`src/hdl/flr_pkg.sv`:
```
package flr_pkg;

    // Fixed field widths of the request and result ports.
    localparam int KIND_W   = 2;
    localparam int POS_W    = 10;
    localparam int TAP_W    = 6;
    localparam int WEIGHT_W = 24;
    localparam int FIRST_W  = 10;
    localparam int COUNT_W  = 7;
    localparam int SAMPLE_W = 8;
    localparam int PIXEL_W  = 8;

    // Weights carry this many fraction bits.
    localparam int PRECISION = 22;
    localparam int PIXEL_MAX = 255;

    typedef enum logic [KIND_W-1:0] {
        KIND_WEIGHT  = 2'd0,
        KIND_BOUNDS  = 2'd1,
        KIND_SAMPLE  = 2'd2,
        KIND_COMPUTE = 2'd3
    } kind_t;

    // Commands from the controller to the datapath.
    typedef struct packed {
        logic accept;
        logic load;
        logic issue;
        logic emit;
    } flr_cmd_t;

    // Status from the datapath to the controller.
    typedef struct packed {
        logic compute_req;
        logic issue_done;
        logic pipe_empty;
    } flr_sts_t;

endpackage

```
`src/hdl/flr_ctrl.sv`:
```
module flr_ctrl (
    input  logic              clk,
    input  logic              rst_n,
    input  logic              start,
    input  flr_pkg::flr_sts_t sts,
    output flr_pkg::flr_cmd_t cmd,
    output logic              busy,
    output logic              done
);

    typedef enum logic [1:0] {
        ST_IDLE,
        ST_BOUNDS,
        ST_MAC,
        ST_FINISH
    } state_t;

    state_t state_reg;
    state_t state_next;
    logic   busy_reg;
    logic   done_reg;

    always_comb
    begin
        state_next = state_reg;
        unique case (state_reg)
            ST_IDLE:
            begin
                if (start && sts.compute_req)
                begin
                    state_next = ST_BOUNDS;
                end
            end
            ST_BOUNDS:
            begin
                state_next = ST_MAC;
            end
            ST_MAC:
            begin
                if (sts.issue_done && sts.pipe_empty)
                begin
                    state_next = ST_FINISH;
                end
            end
            ST_FINISH:
            begin
                state_next = ST_IDLE;
            end
            default:
            begin
                state_next = ST_IDLE;
            end
        endcase
    end

    always_ff @(posedge clk or negedge rst_n)
    begin
        if (!rst_n)
        begin
            state_reg <= ST_IDLE;
            busy_reg  <= 1'b0;
            done_reg  <= 1'b0;
        end
        else
        begin
            state_reg <= state_next;
            busy_reg  <= (state_next != ST_IDLE);
            done_reg  <= (state_reg == ST_FINISH);
        end
    end

    always_comb
    begin
        cmd.accept = start && (state_reg == ST_IDLE);
        cmd.load   = (state_reg == ST_BOUNDS);
        cmd.issue  = (state_reg == ST_MAC);
        cmd.emit   = (state_reg == ST_FINISH);
    end

    assign busy = busy_reg;
    assign done = done_reg;

endmodule

```
`config.mk`:
```
export PLATFORM = sky130hd
export DESIGN_NAME = flr_ctrl
export DESIGN_NICKNAME = d
export VERILOG_FILES = /design/src/hdl/flr_pkg.sv /design/src/hdl/flr_ctrl.sv
export SDC_FILE = /design/constraint.sdc
export NUM_CORES = 1
export LEC_CHECK = 0
export ABC_AREA = 1
export BUFFER_PORTS_ARGS = -buffer_cell sky130_fd_sc_hd__buf_2
export CAP_MARGIN = 20
export CORE_AREA = 2 2 39 41
export CTS_CLUSTER_DIAMETER = 40
export CTS_CLUSTER_SIZE = 25
export DETAILED_ROUTE_END_ITERATION = 10
export DIE_AREA = 0 0 41 43
export SYNTH_ARGS = -nofsm -noshare
export SYNTH_HDL_FRONTEND = slang
export SYNTH_SLANG_ARGS = --single-unit
```
`constraint.sdc`:
```
create_clock -name clk -period 1.1 [get_ports clk]
set_input_delay 0.055 -clock clk [delete_from_list [all_inputs] [get_ports clk]]
set_output_delay 0.055 -clock clk [all_outputs]
set_load 0.02 [all_outputs]
```
==> results.json, run 1 <==
{
  "fin_setup_tns_ns": -0.009834,
  "finalCritPeriodShare": 1.009,
  "drtPass1Iterations": 1,
  "area_delta_synth_final_pct": 72.53,
  "vias_per_cell": 3.439,
  "wl_um": 443,
  "multi_input_area_um2": 136.4,
  "grt-ovfl-total": 0,
  "swShare": 0.4127,
  "place.gp.congestion": 0.5871,
  "initial_utilization": 0.1646,
  "yosys.area.top_type": "dfrtp_1",
  "synth_cell_types": 8,
  "reg2reg_slack_ns": 0.05,
  "drc": 0,
  "max_freq_mhz": 901.2,
  "power.share.combinational": 0.605,
  "grt_max_degree": 5,
  "synthArstFlopShare": 1.000,
  "switchingPower_uw": 447.6,
  "violations": "setup timing",
  "power_uw": 1085,
  "dp_hpwl_um": 315,
  "finalNonFillerCells": 57,
  "cts_tree": "done",
  "nNetsFinal": 54,
  "peakVddDrop_mv": 0.4761,
  "synth_area_leaders": "dfrtp_1 44%, ha_1 27%, nand2_1 12%, inv_1 6.6%, nand3_2 4.4%",
  "synth_top_area_frac": 0.4396,
  "r2r_end": "busy",
  "p_leak_uw": 0.0002210,
  "grt_pass1_vias": 194,
  "htreeDepth": 1,
  "drive_gt1_frac": 0.5854,
  "slew_headroom": 0.9128,
  "clk-insertion-delay-late_ns": 0.23,
  "yosysMostFrequentCell": "nand2_1",
  "synthesis.area_um2": 227.7,
  "reg2reg_depth": 6,
  "num_vias": 196,
  "clockRootBuffer": "clkbuf_4",
  "tightestPinTransition_ns": 0.1309,
  "power_density_nw_per_um2": 2761,
  "fin_skew_ns": 0.003106,
  "final_util": 0.2839,
  "p_seq_frac": 0.235,
  "synth_common_cells": "7 x nand2_1, 5 x ha_1, 4 x dfrtp_1, 4 x inv_1",
  "setup_viol_count_final": 2,
  "min_path_type": "in -> reg",
  "status": "finished, violations left",
  "drv_cap": 0,
  "avgSynthCellArea_um2": 9.488,
  "cts_buffer_depth": 2,
  "cts_sinks": 4,
  "largest_reg_flops": 2,
  "grt_pass1_wl_um": 696,
  "ys_warn_count": 0,
  "worst-setup-path-type": "reg -> out",
  "antenna_found_initial": 0,
  "critPathCaptureType": "output pin",
  "groute.usage.overall": 0.05936,
  "n_fill_cell": 154,
  "cts_inserted_buffers": 3,
  "rr_startpoint": "state_reg[0]",
  "crit_start": "state_reg[1]",
  "power_frac_clock": 0.159,
  "dp.cells": 51,
  "cp-start-kind": "flip-flop",
  "finalMaxSlewViolations": 0,
  "fin_crit_ns": 1.110,
  "core_region_area_um2": 1384,
  "internal-power_uw": 637.1,
  "dominantRegCellSynth": "dfrtp_1",
  "final-seq-area_um2": 100.1,
  "portBuffers": 11,
  "wl_per_cell_um": 7.772,
  "io_pins": 12,
  "endpoint": "cmd[3]",
  "worst-path-max-fanout": 3,
  "synth-seq-area-share": 0.4396,
  "syn-num-nets": 35,
  "placed_cell_area_um2": 302.8,
  "rows": 14,
  "synth-edff-count": 0,
  "ant_nets": 0,
  "die_w_um": 41,
  "netlist_instances": 24,
  "ys_ff_latch": 4,
  "crit_arrival_ns": 1.05,
  "worstPathRequired_ns": 1.04,
  "hold_viol": 0,
  "dieArea_um2": 1763,
  "rsz0062_at_grt": "yes",
  "die_height_um": 43,
  "clkTransAtPathRegs_ns": 0.04,
  "fin_ws_ns": -0.009589,
  "dr.first_iter.drc_count": 0,
  "diodes": 0,
  "stdcell_area_um2": 392.9
}
## critical path, stage by stage, from the launching register on
cell and delay [ns]:
dfrtp_1 0.40, inv_2 0.10, ha_4 0.13, nand2_2 0.04
inv_2 0.04, buf_6 0.10
## placed cells by master (no fill, tap or decap)
cell	netlist	routed
buf_2	0	8
buf_4	0	3
buf_6	0	2
clkbuf_4	0	3
dfrtp_1	4	4
dlygate4sd3_1	0	1
ha_1	5	3
ha_4	0	2
inv_1	4	2
inv_2	1	3
nand2_1	7	6
nand2_2	1	2
nand3_2	1	1
nor2_1	1	1
## layout make-up
class | instances | share of cell area
multi-input combinational | 15 | 0.3471
sequential | 4 | 0.2548
timing repair buffer | 14 | 0.2420
clock buffer | 3 | 0.05732
tap | 16 | 0.05096
inverter | 5 | 0.04777
## worst min-delay path by stage
| stage | cells after the start | from | endpoint | slack (ns) |
|---|---|---|---|---|
| after global placement | 1 | rst_n | done | -0.14 |
| after CTS | 2 | rst_n | done | 0.15 |
| after floorplan | 0 | rst_n | busy | -0.24 |
| final | 5 | sts[0] | busy | 0.15 |
| after detailed placement | 1 | rst_n | done | -0.14 |
| after global routing | 2 | rst_n | done | 0.17 |
## timing repair
item / CTS / global route
endpoints found under the hold margin: 4 / 0
hold buffers: 1 / 0
setup endpoints to repair: 2 / 5
pin swaps: 0 / 5
setup buffers: 2 / 0
gates cloned: 0 / 0
gates resized for setup: 8 / 4
## kinds of logic after synthesis
group | count (synthesis) | share of synthesized area
AND/OR/NAND/NOR | 10 | 0.2033
buffers and inverters | 5 | 0.08238
adder cells (fa/ha/maj) | 5 | 0.2747
flip-flops | 4 | 0.4396
## power by group through the flow
stage | clock network (uW) | logic (uW) | registers [uW]
after floorplan | 0 | 319 | 287
after global placement | 0 | 471 | 253
after detailed placement | 0 | 472 | 256
after CTS | 184 | 627 | 258
after global routing | 199 | 734 | 266
final | 173 | 657 | 255
## per-layer routing
| layer | global-route usage | vias up | part of all wire |
|---|---|---|---|
| li1 | - | 103 | - |
| met1 | 0.06796 | 85 | 0.40 |
| met2 | 0.09063 | 8 | 0.53 |
| met3 | 0.01571 | 0 | 0.070 |
| met4 | 0.04000 | 0 | 0 |
| met5 | 0 | - | 0 |
## through the flow
step	hold WS, ns	setup slack (ns)
after floorplan	-0.2406	0.02509
after global placement	-0.1381	0.09185
after detailed placement	-0.1400	0.07678
after CTS	0.1459	-0.03191
after global routing	0.1735	-0.07708
final	0.1490	-0.009589
Note: power is estimated with default switching activity, not from simulation.
==> inputs of run 2 (changes only) <==
Settings changed: CAP_MARGIN 20 to 30, PLACE_DENSITY set to 0.47.
==> results.json, run 2 (synthesized netlist as in run 1, its figures left out) <==
{
  "status": "finished, violations left",
  "io_pins": 12,
  "setup_viol_count_final": 2,
  "clk-insertion-delay-late_ns": 0.23,
  "worst-path-max-fanout": 3,
  "violations": "setup timing",
  "critPathCaptureType": "output pin",
  "tightestPinTransition_ns": 0.1436,
  "peakVddDrop_mv": 0.6946,
  "portBuffers": 11,
  "finalMaxSlewViolations": 0,
  "grt_max_degree": 5,
  "cts_inserted_buffers": 3,
  "initial_utilization": 0.1646,
  "finalNonFillerCells": 57,
  "fin_crit_ns": 1.127,
  "die_height_um": 43,
  "worst-setup-path-type": "reg -> out",
  "largest_reg_flops": 2,
  "drive_gt1_frac": 0.6341,
  "finalCritPeriodShare": 1.024,
  "wl_um": 498,
  "worstPathRequired_ns": 1.04,
  "dr.first_iter.drc_count": 0,
  "die_w_um": 41,
  "diodes": 0,
  "core_region_area_um2": 1384,
  "dp.cells": 51,
  "cts_buffer_depth": 2,
  "crit_start": "state_reg[0]",
  "fin_skew_ns": 0.003299,
  "drc": 0,
  "grt-ovfl-total": 0,
  "crit_arrival_ns": 1.07,
  "slowest_stage": "dfrtp_1",
  "p_leak_uw": 0.0002199,
  "clockRootBuffer": "clkbuf_4",
  "rsz0062_at_grt": "yes",
  "cp-start-kind": "flip-flop",
  "drv_cap": 0,
  "whs_ns": 0.1455,
  "stdcell_area_um2": 397.9,
  "num_vias": 203,
  "place.gp.congestion": 0.7021,
  "grt_pass1_wl_um": 807,
  "cp_cell_sequence": "inv_2 > ha_2 > buf_4",
  "max_freq_mhz": 887.6,
  "rr_startpoint": "state_reg[0]",
  "groute.usage.overall": 0.07129,
  "cts_tree": "done",
  "power_density_nw_per_um2": 2812,
  "clkTransAtPathRegs_ns": 0.04,
  "fin_ws_ns": -0.02667,
  "placed_cell_area_um2": 302.8,
  "grt_pass1_vias": 197,
  "wl_per_cell_um": 8.737,
  "slew_headroom": 0.9043,
  "cts_sinks": 4,
  "final_common_cell": "buf_2",
  "drtPass1Iterations": 1,
  "nNetsFinal": 54,
  "dp_hpwl_um": 347.5,
  "n_fill_cell": 147,
  "hold_viol": 0,
  "htreeDepth": 1,
  "reg2reg_slack_ns": 0.01,
  "layout_common_cells": "8 x buf_2, 6 x nand2_1, 4 x dfrtp_1",
  "dieArea_um2": 1763,
  "ant_nets": 0,
  "fin_setup_tns_ns": -0.05074,
  "min_path_type": "in -> async",
  "slowest_delay_ns": 0.40,
  "power_uw": 1119,
  "reg2reg_depth": 6,
  "antenna_found_initial": 0,
  "vias_per_cell": 3.561,
  "rows": 14,
  "area_delta_synth_final_pct": 74.73
}
==> run 2: repair_timing <==
item / in CTS / in global routing
setup buffers: 2 / 0
hold buffers: 1 / 0
cloned: 0 / 0
pin swaps: 3 / 2
resized for setup: 8 / 6
endpoints found under the setup margin: 2 / 6
hold endpoints to repair: 4 / 0
==> run 2: area by class of cell <==
type | count | area [um2] | area share
tap | 16 | 20.02 | 0.05031
timing repair buffer | 14 | 95.09 | 0.2390
sequential | 4 | 100.1 | 0.2516
clock buffer | 3 | 22.52 | 0.05660
inverter | 5 | 18.77 | 0.04717
multi-input combinational | 15 | 141.4 | 0.3553
==> run 2: worst max-delay path, delay by kind of cell (launching register included) <==
family | cells | cell delay (ns)
adders and majority gates | 1 | 0.19
DFF | 1 | 0.40
buffers and inverters | 2 | 0.25
==> run 2: power breakdown <==
group          total [uW]  internal [uW]  switching [uW]
registers             258            215            43.7
logic                 684            313             371
clock network         177            122            54.9
total                1120            649             470
==> run 2: final timing paths <==
| kind | to |
|---|---|
| max | cmd[1] |
| max in group asynchronous | state_reg[0] |
| max reg2reg | busy |
| min in group clk | busy |
| min reg2reg | done |
| min | done |
==> run 2: per-stage QoR <==
step             util  setup WS [ns]
2_1_floorplan       -        0.02509
3_5_place_dp   0.2188        0.06738
5_1_grt        0.2875        -0.1043
6_report       0.2875       -0.02667
4_1_cts        0.2776       -0.03945
3_3_place_gp   0.2188        0.06441
==> run 2: metal layers <==
metal	part of all wire	GRT usage
met4	0	0.08000
met5	0	0
met3	0.072	0.01571
met1	0.37	0.08360
met2	0.55	0.09375
